[config.mk]
export PLATFORM = sky130hd
export DESIGN_NAME = sorted_list_engine_core
export DESIGN_NICKNAME = d
export VERILOG_FILES = /design/src/hdl/sle_pkg.sv /design/src/hdl/sle_cell.sv /design/src/hdl/sle_chain.sv /design/src/hdl/sorted_list_engine_core.sv
export SDC_FILE = /design/constraint.sdc
export NUM_CORES = 2
export LEC_CHECK = 0
export BUFFER_PORTS_ARGS = -buffer_cell sky130_fd_sc_hd__buf_2
export CAP_MARGIN = 20
export CORE_ASPECT_RATIO = 2
export CORE_MARGIN = 5
export CORE_UTILIZATION = 55
export CTS_BUF_LIST = sky130_fd_sc_hd__clkbuf_16
export DETAILED_ROUTE_END_ITERATION = 6
export PLACE_DENSITY_LB_ADDON = 0.08
export REMOVE_ABC_BUFFERS = 1
export SYNTH_ARGS = -nofsm -noshare
export SYNTH_HDL_FRONTEND = slang
export SYNTH_SLANG_ARGS = --single-unit
[constraint.sdc]
create_clock -name aclk -period 7.8 [get_ports aclk]
set_input_delay 1.56 -clock aclk [delete_from_list [all_inputs] [get_ports aclk]]
set_output_delay 1.56 -clock aclk [all_outputs]
set_load 0.1 [all_outputs]
[src/hdl/sle_pkg.sv]
// Shared constants, codes and types for the sorted list engine.
// Used by sle_cell, sle_chain and sorted_list_engine_core; no dependencies.
package sle_pkg;

    localparam int DEPTH   = 16;
    localparam int VAL_W   = 32;
    localparam int MODE_W  = 2;
    localparam int POS_W   = 5;
    localparam int STAT_W  = 3;
    localparam int FPOS_W  = 5;
    localparam int OCNT_W  = 5;
    localparam int CNT_W   = $clog2(DEPTH + 1);
    localparam int CMP_W   = (CNT_W > POS_W) ? CNT_W : POS_W;
    localparam int S_DATA_W = ((MODE_W + VAL_W + POS_W + 7) / 8) * 8;
    localparam int M_DATA_W = ((STAT_W + FPOS_W + OCNT_W + 7) / 8) * 8;

    typedef enum logic [MODE_W-1:0] {
        MODE_INSERT = 2'd0,
        MODE_DELETE = 2'd1,
        MODE_SEARCH = 2'd2,
        MODE_UNUSED = 2'd3
    } mode_t;

    typedef enum logic [STAT_W-1:0] {
        ST_INSERTED = 3'd0,
        ST_FULL     = 3'd1,
        ST_DELETED  = 3'd2,
        ST_EMPTY    = 3'd3,
        ST_BADPOS   = 3'd4,
        ST_FOUND    = 3'd5,
        ST_NOTFOUND = 3'd6
    } status_t;

    // Broadcast to every cell for one beat.
    typedef struct packed {
        logic             ins_en;
        logic             del_en;
        logic [VAL_W-1:0] val;
        logic [CMP_W-1:0] pos;
        logic [CNT_W-1:0] count;
    } cell_cmd_t;

    // Flip the sign bit so signed order compares as unsigned order.
    function automatic logic [VAL_W-1:0] order_key(input logic [VAL_W-1:0] v);
        order_key = {~v[VAL_W-1], v[VAL_W-2:0]};
    endfunction

endpackage

[src/hdl/sle_cell.sv]
// One slot of the sorted list: holds a value, compares it with the
// broadcast operand and shifts to or from its neighbors. Uses sle_pkg.
module sle_cell (
    input  logic                        aclk,
    input  sle_pkg::cell_cmd_t          cmd,
    input  logic [sle_pkg::CNT_W-1:0]   cell_idx,
    input  logic [sle_pkg::VAL_W-1:0]   left_val,
    input  logic                        left_after,
    input  logic                        left_lt,
    input  logic [sle_pkg::VAL_W-1:0]   right_val,
    output logic [sle_pkg::VAL_W-1:0]   val,
    output logic                        after,
    output logic                        lt,
    output logic                        first_hit
);

    logic [sle_pkg::VAL_W-1:0] val_reg;
    logic [sle_pkg::VAL_W-1:0] val_next;
    logic                      occupied;
    logic [sle_pkg::VAL_W-1:0] key_own;
    logic [sle_pkg::VAL_W-1:0] key_cmd;
    logic [sle_pkg::CMP_W-1:0] idx_plus1;

    assign key_own   = sle_pkg::order_key(val_reg);
    assign key_cmd   = sle_pkg::order_key(cmd.val);
    assign occupied  = cell_idx < cmd.count;
    assign after     = !occupied || (key_own > key_cmd);
    assign lt        = occupied && (key_own < key_cmd);
    assign first_hit = occupied && (val_reg == cmd.val) && left_lt;
    assign idx_plus1 = sle_pkg::CMP_W'(cell_idx) + sle_pkg::CMP_W'(1);
    assign val       = val_reg;

    always_comb begin
        val_next = val_reg;
        if (cmd.ins_en && after) begin
            // take the left neighbor, or the new value at the slot itself
            val_next = left_after ? left_val : cmd.val;
        end else if (cmd.del_en && (idx_plus1 >= cmd.pos)) begin
            val_next = right_val;
        end
    end

    always_ff @(posedge aclk) begin
        val_reg <= val_next;
    end

endmodule

[src/hdl/sle_chain.sv]
// Row of DEPTH sle_cell slots wired to their neighbors, plus the encoder
// that turns the one-hot first-match flags into a position. Uses sle_pkg.
module sle_chain (
    input  logic                         aclk,
    input  sle_pkg::cell_cmd_t           cmd,
    output logic                         found,
    output logic [sle_pkg::FPOS_W-1:0]   found_pos
);

    logic [sle_pkg::VAL_W-1:0] vals [sle_pkg::DEPTH];
    logic [sle_pkg::DEPTH-1:0] afters;
    logic [sle_pkg::DEPTH-1:0] lts;
    logic [sle_pkg::DEPTH-1:0] firsts;

    for (genvar k = 0; k < sle_pkg::DEPTH; k++) begin : g_cell
        logic [sle_pkg::VAL_W-1:0] lval;
        logic                      lafter;
        logic                      llt;
        logic [sle_pkg::VAL_W-1:0] rval;

        if (k == 0) begin : g_head
            assign lval   = cmd.val;
            assign lafter = 1'b0;
            assign llt    = 1'b1;
        end else begin : g_body
            assign lval   = vals[k-1];
            assign lafter = afters[k-1];
            assign llt    = lts[k-1];
        end

        if (k == sle_pkg::DEPTH - 1) begin : g_tail
            assign rval = vals[k];
        end else begin : g_mid
            assign rval = vals[k+1];
        end

        sle_cell u_cell (
            .aclk        (aclk),
            .cmd         (cmd),
            .cell_idx    (sle_pkg::CNT_W'(k)),
            .left_val    (lval),
            .left_after  (lafter),
            .left_lt     (llt),
            .right_val   (rval),
            .val         (vals[k]),
            .after       (afters[k]),
            .lt          (lts[k]),
            .first_hit   (firsts[k])
        );
    end

    // at most one flag is set, so an OR of the gated positions encodes it
    always_comb begin
        found_pos = '0;
        for (int k = 0; k < sle_pkg::DEPTH; k++) begin
            if (firsts[k]) begin
                found_pos = found_pos | sle_pkg::FPOS_W'(k + 1);
            end
        end
    end

    assign found = |firsts;

endmodule

[src/hdl/sorted_list_engine_core.sv]
// Top level of the sorted list engine: stream ports, operation decode,
// entry count and result register. Uses sle_pkg and sle_chain.
//
//  channel | dir | handshake         | payload
//  --------+-----+-------------------+------------------------------------
//  s_      | in  | s_tvalid/s_tready | mode, value, position (one op)
//  m_      | out | m_tvalid/m_tready | status, found_position, count
//
// For every operation the cell row compares all slots with the operand at
// once and shifts on the accepting edge; the result shows the next cycle.
// A new beat is taken whenever the output register is empty or draining.
// Reset (aresetn low, synchronous) empties the list and the output register;
// slot contents are not cleared, only slots below the count are ever used.
// A stall on m_ holds the result and backs up s_tready, nothing is dropped.
module sorted_list_engine_core (
    input  logic                           aclk,
    input  logic                           aresetn,
    input  logic                           s_tvalid,
    output logic                           s_tready,
    // [1:0] mode, [33:2] value, [38:34] position, rest zero
    input  logic [sle_pkg::S_DATA_W-1:0]   s_tdata,
    output logic                           m_tvalid,
    input  logic                           m_tready,
    // [2:0] status, [7:3] found_position, [12:8] count, rest zero
    output logic [sle_pkg::M_DATA_W-1:0]   m_tdata
);

    localparam int VAL_LO = sle_pkg::MODE_W;
    localparam int POS_LO = VAL_LO + sle_pkg::VAL_W;

    logic                          fire;
    sle_pkg::mode_t                in_mode;
    logic [sle_pkg::VAL_W-1:0]     in_value;
    logic [sle_pkg::POS_W-1:0]     in_pos;
    sle_pkg::cell_cmd_t            cmd;
    logic                          is_full;
    logic                          pos_ok;
    logic                          found;
    logic [sle_pkg::FPOS_W-1:0]    found_pos;

    logic                          m_valid_reg;
    sle_pkg::status_t              status_reg, status_next;
    logic [sle_pkg::FPOS_W-1:0]    fpos_reg, fpos_next;
    logic [sle_pkg::CNT_W-1:0]     count_reg, count_next;

    assign s_tready = !m_valid_reg || m_tready;
    assign fire     = s_tvalid && s_tready;

    assign in_mode  = sle_pkg::mode_t'(s_tdata[sle_pkg::MODE_W-1:0]);
    assign in_value = s_tdata[VAL_LO +: sle_pkg::VAL_W];
    assign in_pos   = s_tdata[POS_LO +: sle_pkg::POS_W];

    assign is_full = count_reg == sle_pkg::CNT_W'(sle_pkg::DEPTH);
    assign pos_ok  = (sle_pkg::CMP_W'(in_pos) != '0)
                  && (sle_pkg::CMP_W'(in_pos) <= sle_pkg::CMP_W'(count_reg));

    // Broadcast the operand; shift enables only on a legal, accepted beat.
    always_comb begin
        cmd.val    = in_value;
        cmd.pos    = sle_pkg::CMP_W'(in_pos);
        cmd.count  = count_reg;
        cmd.ins_en = fire && (in_mode == sle_pkg::MODE_INSERT) && !is_full;
        cmd.del_en = fire && (in_mode == sle_pkg::MODE_DELETE)
                  && (count_reg != '0) && pos_ok;
    end

    sle_chain u_chain (
        .aclk      (aclk),
        .cmd       (cmd),
        .found     (found),
        .found_pos (found_pos)
    );

    // Decode the result of the beat.
    always_comb begin
        status_next = sle_pkg::ST_NOTFOUND;
        fpos_next   = '0;
        count_next  = count_reg;
        case (in_mode)
            sle_pkg::MODE_INSERT: begin
                if (is_full) begin
                    status_next = sle_pkg::ST_FULL;
                end else begin
                    status_next = sle_pkg::ST_INSERTED;
                    count_next  = count_reg + sle_pkg::CNT_W'(1);
                end
            end
            sle_pkg::MODE_DELETE: begin
                if (count_reg == '0) begin
                    status_next = sle_pkg::ST_EMPTY;
                end else if (!pos_ok) begin
                    status_next = sle_pkg::ST_BADPOS;
                end else begin
                    status_next = sle_pkg::ST_DELETED;
                    count_next  = count_reg - sle_pkg::CNT_W'(1);
                end
            end
            sle_pkg::MODE_SEARCH: begin
                if (found) begin
                    status_next = sle_pkg::ST_FOUND;
                    fpos_next   = found_pos;
                end
            end
            default: begin
                status_next = sle_pkg::ST_NOTFOUND;
            end
        endcase
    end

    // Control: valid flag and list count.
    always_ff @(posedge aclk) begin
        if (!aresetn) begin
            m_valid_reg <= 1'b0;
            count_reg   <= '0;
        end else begin
            if (fire) begin
                m_valid_reg <= 1'b1;
                count_reg   <= count_next;
            end else if (m_tready) begin
                m_valid_reg <= 1'b0;
            end
        end
    end

    // Payload: load on every accepted beat, hold otherwise.
    always_ff @(posedge aclk) begin
        if (fire) begin
            status_reg <= status_next;
            fpos_reg   <= fpos_next;
        end
    end

    assign m_tvalid = m_valid_reg;
    assign m_tdata  = sle_pkg::M_DATA_W'({sle_pkg::OCNT_W'(count_reg), fpos_reg,
                                          status_reg});

    // The count never runs past the list depth.
    a_count_range: assert property (@(posedge aclk) disable iff (!aresetn)
        count_reg <= sle_pkg::CNT_W'(sle_pkg::DEPTH))
        else $error("entry count above depth");

    // An insert into a full list leaves the count alone.
    a_full_hold: assert property (@(posedge aclk) disable iff (!aresetn)
        fire && in_mode == sle_pkg::MODE_INSERT && is_full |=> $stable(count_reg))
        else $error("count moved on insert into full list");

    // Every accepted beat shows a result on the next cycle.
    a_result_follows: assert property (@(posedge aclk) disable iff (!aresetn)
        fire |=> m_valid_reg)
        else $error("accepted beat gave no result");

    // A found result always carries a nonzero position, others carry zero.
    a_fpos_code: assert property (@(posedge aclk) disable iff (!aresetn)
        m_valid_reg |-> ((status_reg == sle_pkg::ST_FOUND) == (fpos_reg != '0)))
        else $error("found position does not match status");

endmodule

==> metrics.txt <==
# TYPE chip_impl_metric gauge
chip_impl_metric{name="port_buffers",unit=""} 57
chip_impl_info{name="tritoncts",value="yes"} 1
chip_impl_metric{name="grt_antenna_before_repair",unit=""} 4
chip_impl_metric{name="largest_reg_flops",unit=""} 512
chip_impl_metric{name="synthCells",unit=""} 3794
chip_impl_metric{name="post_synth.cell_area_avg",unit="um^2"} 10.00
chip_impl_metric{name="synth_top_cell_area_share",unit="%"} 41.15
chip_impl_metric{name="first_global_vias",unit=""} 30780
chip_impl_metric{name="clock_path_buffers",unit=""} 3
chip_impl_metric{name="power-per-cell-area",unit="mW/mm^2"} 166.9
chip_impl_info{name="r2r_end",value="u_chain.g_cell[6].u_cell.val[12]$_DFFE_PP_"} 1
chip_impl_metric{name="rr_worst_depth",unit=""} 10
chip_impl_metric{name="total_via_count_after_detailed_routing",unit=""} 29990
chip_impl_metric{name="ys_seq_area_share",unit="%"} 41.46
chip_impl_info{name="rsz0062_at_grt",value="no"} 1
chip_impl_metric{name="detailed_place_hpwl",unit="mm"} 90.97
chip_impl_metric{name="final.period_utilization",unit="%"} 73.63
chip_impl_metric{name="io_pins",unit=""} 62
chip_impl_metric{name="grt_max_degree",unit=""} 66
chip_impl_info{name="yosys-top-cells-area",value="sky130_fd_sc_hd__edfxtp_1 41%, sky130_fd_sc_hd__ha_1 17%, sky130_fd_sc_hd__mux2i_1 9.9%"} 1
chip_impl_metric{name="hold_viol_final",unit=""} 0
chip_impl_metric{name="cts_num_sinks",unit=""} 526
chip_impl_metric{name="dieWidth",unit="um"} 195.7
chip_impl_metric{name="die-area",unit="mm^2"} 0.07467
chip_impl_metric{name="placedCellCount",unit=""} 4618
chip_impl_info{name="min-delay-path-class",value="flip-flop to flip-flop"} 1
chip_impl_metric{name="first_drt_pass_iteration_count",unit=""} 6
chip_impl_metric{name="fmax",unit="MHz"} 174.1
chip_impl_metric{name="placement.setup.worst_slack",unit="ns"} 1.476
chip_impl_metric{name="crit_arrival",unit="ns"} 6.00
chip_impl_info{name="critPathKind",value="input pin to flip-flop"} 1
chip_impl_metric{name="net_count_of_the_finished_layout",unit=""} 4345
chip_impl_metric{name="postRouteWirelength",unit="mm"} 114.7
chip_impl_metric{name="tightest_slew",unit="ns"} 1.145
chip_impl_metric{name="timing.final.crit_period",unit="ns"} 5.743
chip_impl_metric{name="grt_pass1_wl",unit="mm"} 174.2
chip_impl_metric{name="wire_per_inst",unit="um"} 24.30
chip_impl_metric{name="utilization",unit="%"} 59.66
chip_impl_metric{name="async_flop_share",unit="%"} 0
chip_impl_metric{name="netlist_area",unit="mm^2"} 0.03795
chip_impl_info{name="outcome",value="completed"} 1
chip_impl_metric{name="max_rail_drop_vdd",unit="mV"} 0.1591
chip_impl_metric{name="timing.max_slew.rel_slack",unit="%"} 22.96
chip_impl_metric{name="drc",unit=""} 0
chip_impl_metric{name="gr_overflow_total",unit=""} 0
chip_impl_metric{name="netlist-cell-type-count",unit=""} 76
chip_impl_info{name="postSynth.topFlopCell",value="sky130_fd_sc_hd__edfxtp_1"} 1
chip_impl_metric{name="syn_to_final_growth",unit="%"} 7.814
chip_impl_metric{name="row_count",unit=""} 136
chip_impl_metric{name="globalplace.congestion",unit=""} 0.9350
chip_impl_metric{name="worst-endpoint-required",unit="ns"} 8.06
chip_impl_metric{name="cts.reportedPaths.clkPinSlew",unit="ns"} 0.07
chip_impl_info{name="most_area_hungry_cell_type_in_the_yosys_netlist",value="sky130_fd_sc_hd__edfxtp_1"} 1
chip_impl_metric{name="clkLatencyLatePin",unit="ns"} 0.62
chip_impl_info{name="worst_setup_path_end_kind",value="flip-flop"} 1
chip_impl_info{name="worst_setup_path_start_kind",value="input pin"} 1
chip_impl_metric{name="final_cell_count_no_fill",unit=""} 4719
chip_impl_info{name="timing.rr.start",value="count_reg[2]$_SDFFE_PN0P_"} 1
chip_impl_metric{name="ant_nets",unit=""} 0
chip_impl_metric{name="post_cts_resized",unit=""} 0
chip_impl_metric{name="max_cap_violations",unit=""} 0
chip_impl_metric{name="synth_seq_cells",unit=""} 526
chip_impl_metric{name="post_route_cells_drive_above_1_share",unit="%"} 7.537
chip_impl_metric{name="numCtsBuffers",unit=""} 53
chip_impl_metric{name="slew_viol_final",unit=""} 0
chip_impl_metric{name="power.leakage",unit="nW"} 16.89
chip_impl_metric{name="cts_max_level",unit=""} 2
chip_impl_metric{name="die_height",unit="um"} 381.5
chip_impl_metric{name="fin_skew",unit="ns"} 0.02220
chip_impl_metric{name="detail_route.vias_per_cell",unit=""} 6.355
chip_impl_metric{name="postCtsHoldBufs",unit=""} 0
chip_impl_metric{name="initial_core_util",unit="%"} 55.34
chip_impl_metric{name="synthesis.yosys.warnings",unit=""} 0
chip_impl_info{name="crit_end",value="u_chain.g_cell[4].u_cell.val[11]$_DFFE_PP_"} 1
chip_impl_metric{name="final.hold.worst_slack",unit="ns"} 0.5365
chip_impl_metric{name="global_router_s_overall_resource_usage",unit="%"} 29.51
chip_impl_metric{name="drt_iter0_drc",unit=""} 2053
chip_impl_metric{name="core_region_area",unit="mm^2"} 0.06858
chip_impl_metric{name="post_cts_buffers",unit=""} 0
chip_impl_metric{name="synth-edff-count",unit=""} 520
chip_impl_metric{name="path_max_fanout",unit=""} 32
chip_impl_metric{name="setup.reg_to_reg.worst_slack",unit="ns"} 3.27
chip_impl_info{name="root_buffer",value="sky130_fd_sc_hd__clkbuf_16"} 1
chip_impl_metric{name="finalSetupViolCount",unit=""} 0
chip_impl_info{name="worstSetupStartpoint",value="s_tdata[10]"} 1
chip_impl_metric{name="fin_ws",unit="ns"} 2.057
-- cells in the final DEF, fill, tap and decap left out, drive strengths merged, types with 11 or more instances in the layout --
cell type | netlist | final
ha | 520 | 520
edfxtp | 520 | 520
nand2 | 429 | 429
a21oi | 412 | 412
o21ai | 403 | 403
mux2i | 375 | 375
nor2 | 295 | 295
buf | 88 | 135
inv | 90 | 110
nand4 | 102 | 102
a21o | 61 | 61
clkbuf | 117 | 53
nand3 | 42 | 42
mux2 | 34 | 34
nor2b | 28 | 28
nor4 | 27 | 27
nor3 | 24 | 24
a211oi | 21 | 21
o211ai | 20 | 20
clkinv | 0 | 19
a221oi | 17 | 17
and4 | 16 | 16
or2 | 12 | 12
and3 | 12 | 12
and2 | 11 | 11
-- layer usage --
| layer | wire length [um] | track usage, % | up-vias |
|---|---|---|---|
| met5 | 0 | 0 | - |
| li1 | - | - | 14210 |
| met4 | 9793 | 20.91 | 0 |
| met1 | 41380 | 31.85 | 14490 |
| met2 | 58940 | 53.43 | 986 |
| met3 | 4562 | 2.816 | 306 |
-- report_power, final --
part	internal (mW)	switching, mW
Clock	1.29	1.15
Combinational	0.375	0.713
Sequential	3.22	0.0798
Total	4.89	1.94
-- kinds of logic (layout without fill, tap and decap cells) --
family,count (synthesis),in the layout,synth area share (%)
buffers and inverters,295,320,3.241
AOI/OAI and AO/OA,1017,1017,15.07
other,1,4,0.009881
and+or+nand+nor,1021,1021,12.06
adders and majority gates,520,520,17.14
xor gates and xnor gates,5,5,0.1154
DFF,526,526,41.46
muxes,409,409,10.90
-- how the worst min path moves through the flow --
stage | from | endpoint | slack [ns] | cells after the start
after detailed placement | m_tvalid$_SDFFE_PN0P_ | m_tvalid$_SDFFE_PN0P_ | 0.52 | 2
after CTS | m_tvalid$_SDFFE_PN0P_ | m_tvalid$_SDFFE_PN0P_ | 0.53 | 2
after global placement | m_tvalid$_SDFFE_PN0P_ | m_tvalid$_SDFFE_PN0P_ | 0.50 | 2
after floorplan | u_chain.g_cell[11].u_cell.val[0]$_DFFE_PP_ | u_chain.g_cell[10].u_cell.val[0]$_DFFE_PP_ | 0.52 | 2
final | m_tvalid$_SDFFE_PN0P_ | m_tvalid$_SDFFE_PN0P_ | 0.54 | 2
after global routing | m_tvalid$_SDFFE_PN0P_ | m_tvalid$_SDFFE_PN0P_ | 0.56 | 2
-- synth_stat cells (28+ instances only) --
| master | n |
|---|---|
| sky130_fd_sc_hd__ha_1 | 520 |
| sky130_fd_sc_hd__nand2_1 | 428 |
| sky130_fd_sc_hd__o21ai_0 | 400 |
| sky130_fd_sc_hd__inv_1 | 90 |
| sky130_fd_sc_hd__a21oi_1 | 411 |
| sky130_fd_sc_hd__edfxtp_1 | 520 |
| sky130_fd_sc_hd__nor2_1 | 294 |
| sky130_fd_sc_hd__mux2_2 | 34 |
| sky130_fd_sc_hd__nand4_1 | 102 |
| sky130_fd_sc_hd__a21o_1 | 61 |
| sky130_fd_sc_hd__buf_2 | 73 |
| sky130_fd_sc_hd__clkbuf_1 | 116 |
| sky130_fd_sc_hd__nor2b_1 | 28 |
| sky130_fd_sc_hd__mux2i_1 | 375 |
| sky130_fd_sc_hd__nand3_1 | 42 |
-- critical path, stage by stage --
cell and delay (ns):
sky130_fd_sc_hd__buf_2 0.31, sky130_fd_sc_hd__inv_1 0.48, sky130_fd_sc_hd__ha_1 0.46, sky130_fd_sc_hd__nand4_1 0.19, sky130_fd_sc_hd__nor4_1 0.97, sky130_fd_sc_hd__a21boi_0 0.26, sky130_fd_sc_hd__o41a_1 0.26, sky130_fd_sc_hd__nor2_1 0.11
sky130_fd_sc_hd__and2_1 0.15, sky130_fd_sc_hd__or3_2 0.63, sky130_fd_sc_hd__nand2_1 0.12, sky130_fd_sc_hd__buf_4 0.41
-- metrics by stage --
stage | area [um^2] | power (mW) | TNS (ns)
after floorplan | 37070 | 4.054 | -234.99
after global placement | 39260 | 4.381 | 0
after detailed placement | 39260 | 4.434 | 0
after CTS | 40820 | 6.856 | 0
after global routing | 40910 | 7.098 | 0
final | 40920 | 6.829 | 0
-- final cells by class --
| class | count | area [um^2] |
|---|---|---|
| fill | 5887 | 27660 |
| inverter | 90 | 337.8 |
| antenna | 1 | 2.502 |
| clock buffer | 53 | 1326 |
| clock inverter | 42 | 232.7 |
| multi-input combinational | 2975 | 21220 |
| sequential | 526 | 15740 |
| timing repair buffer | 135 | 940.9 |
| tap | 897 | 1122 |
Note: power is estimated with default switching activity, not from simulation.
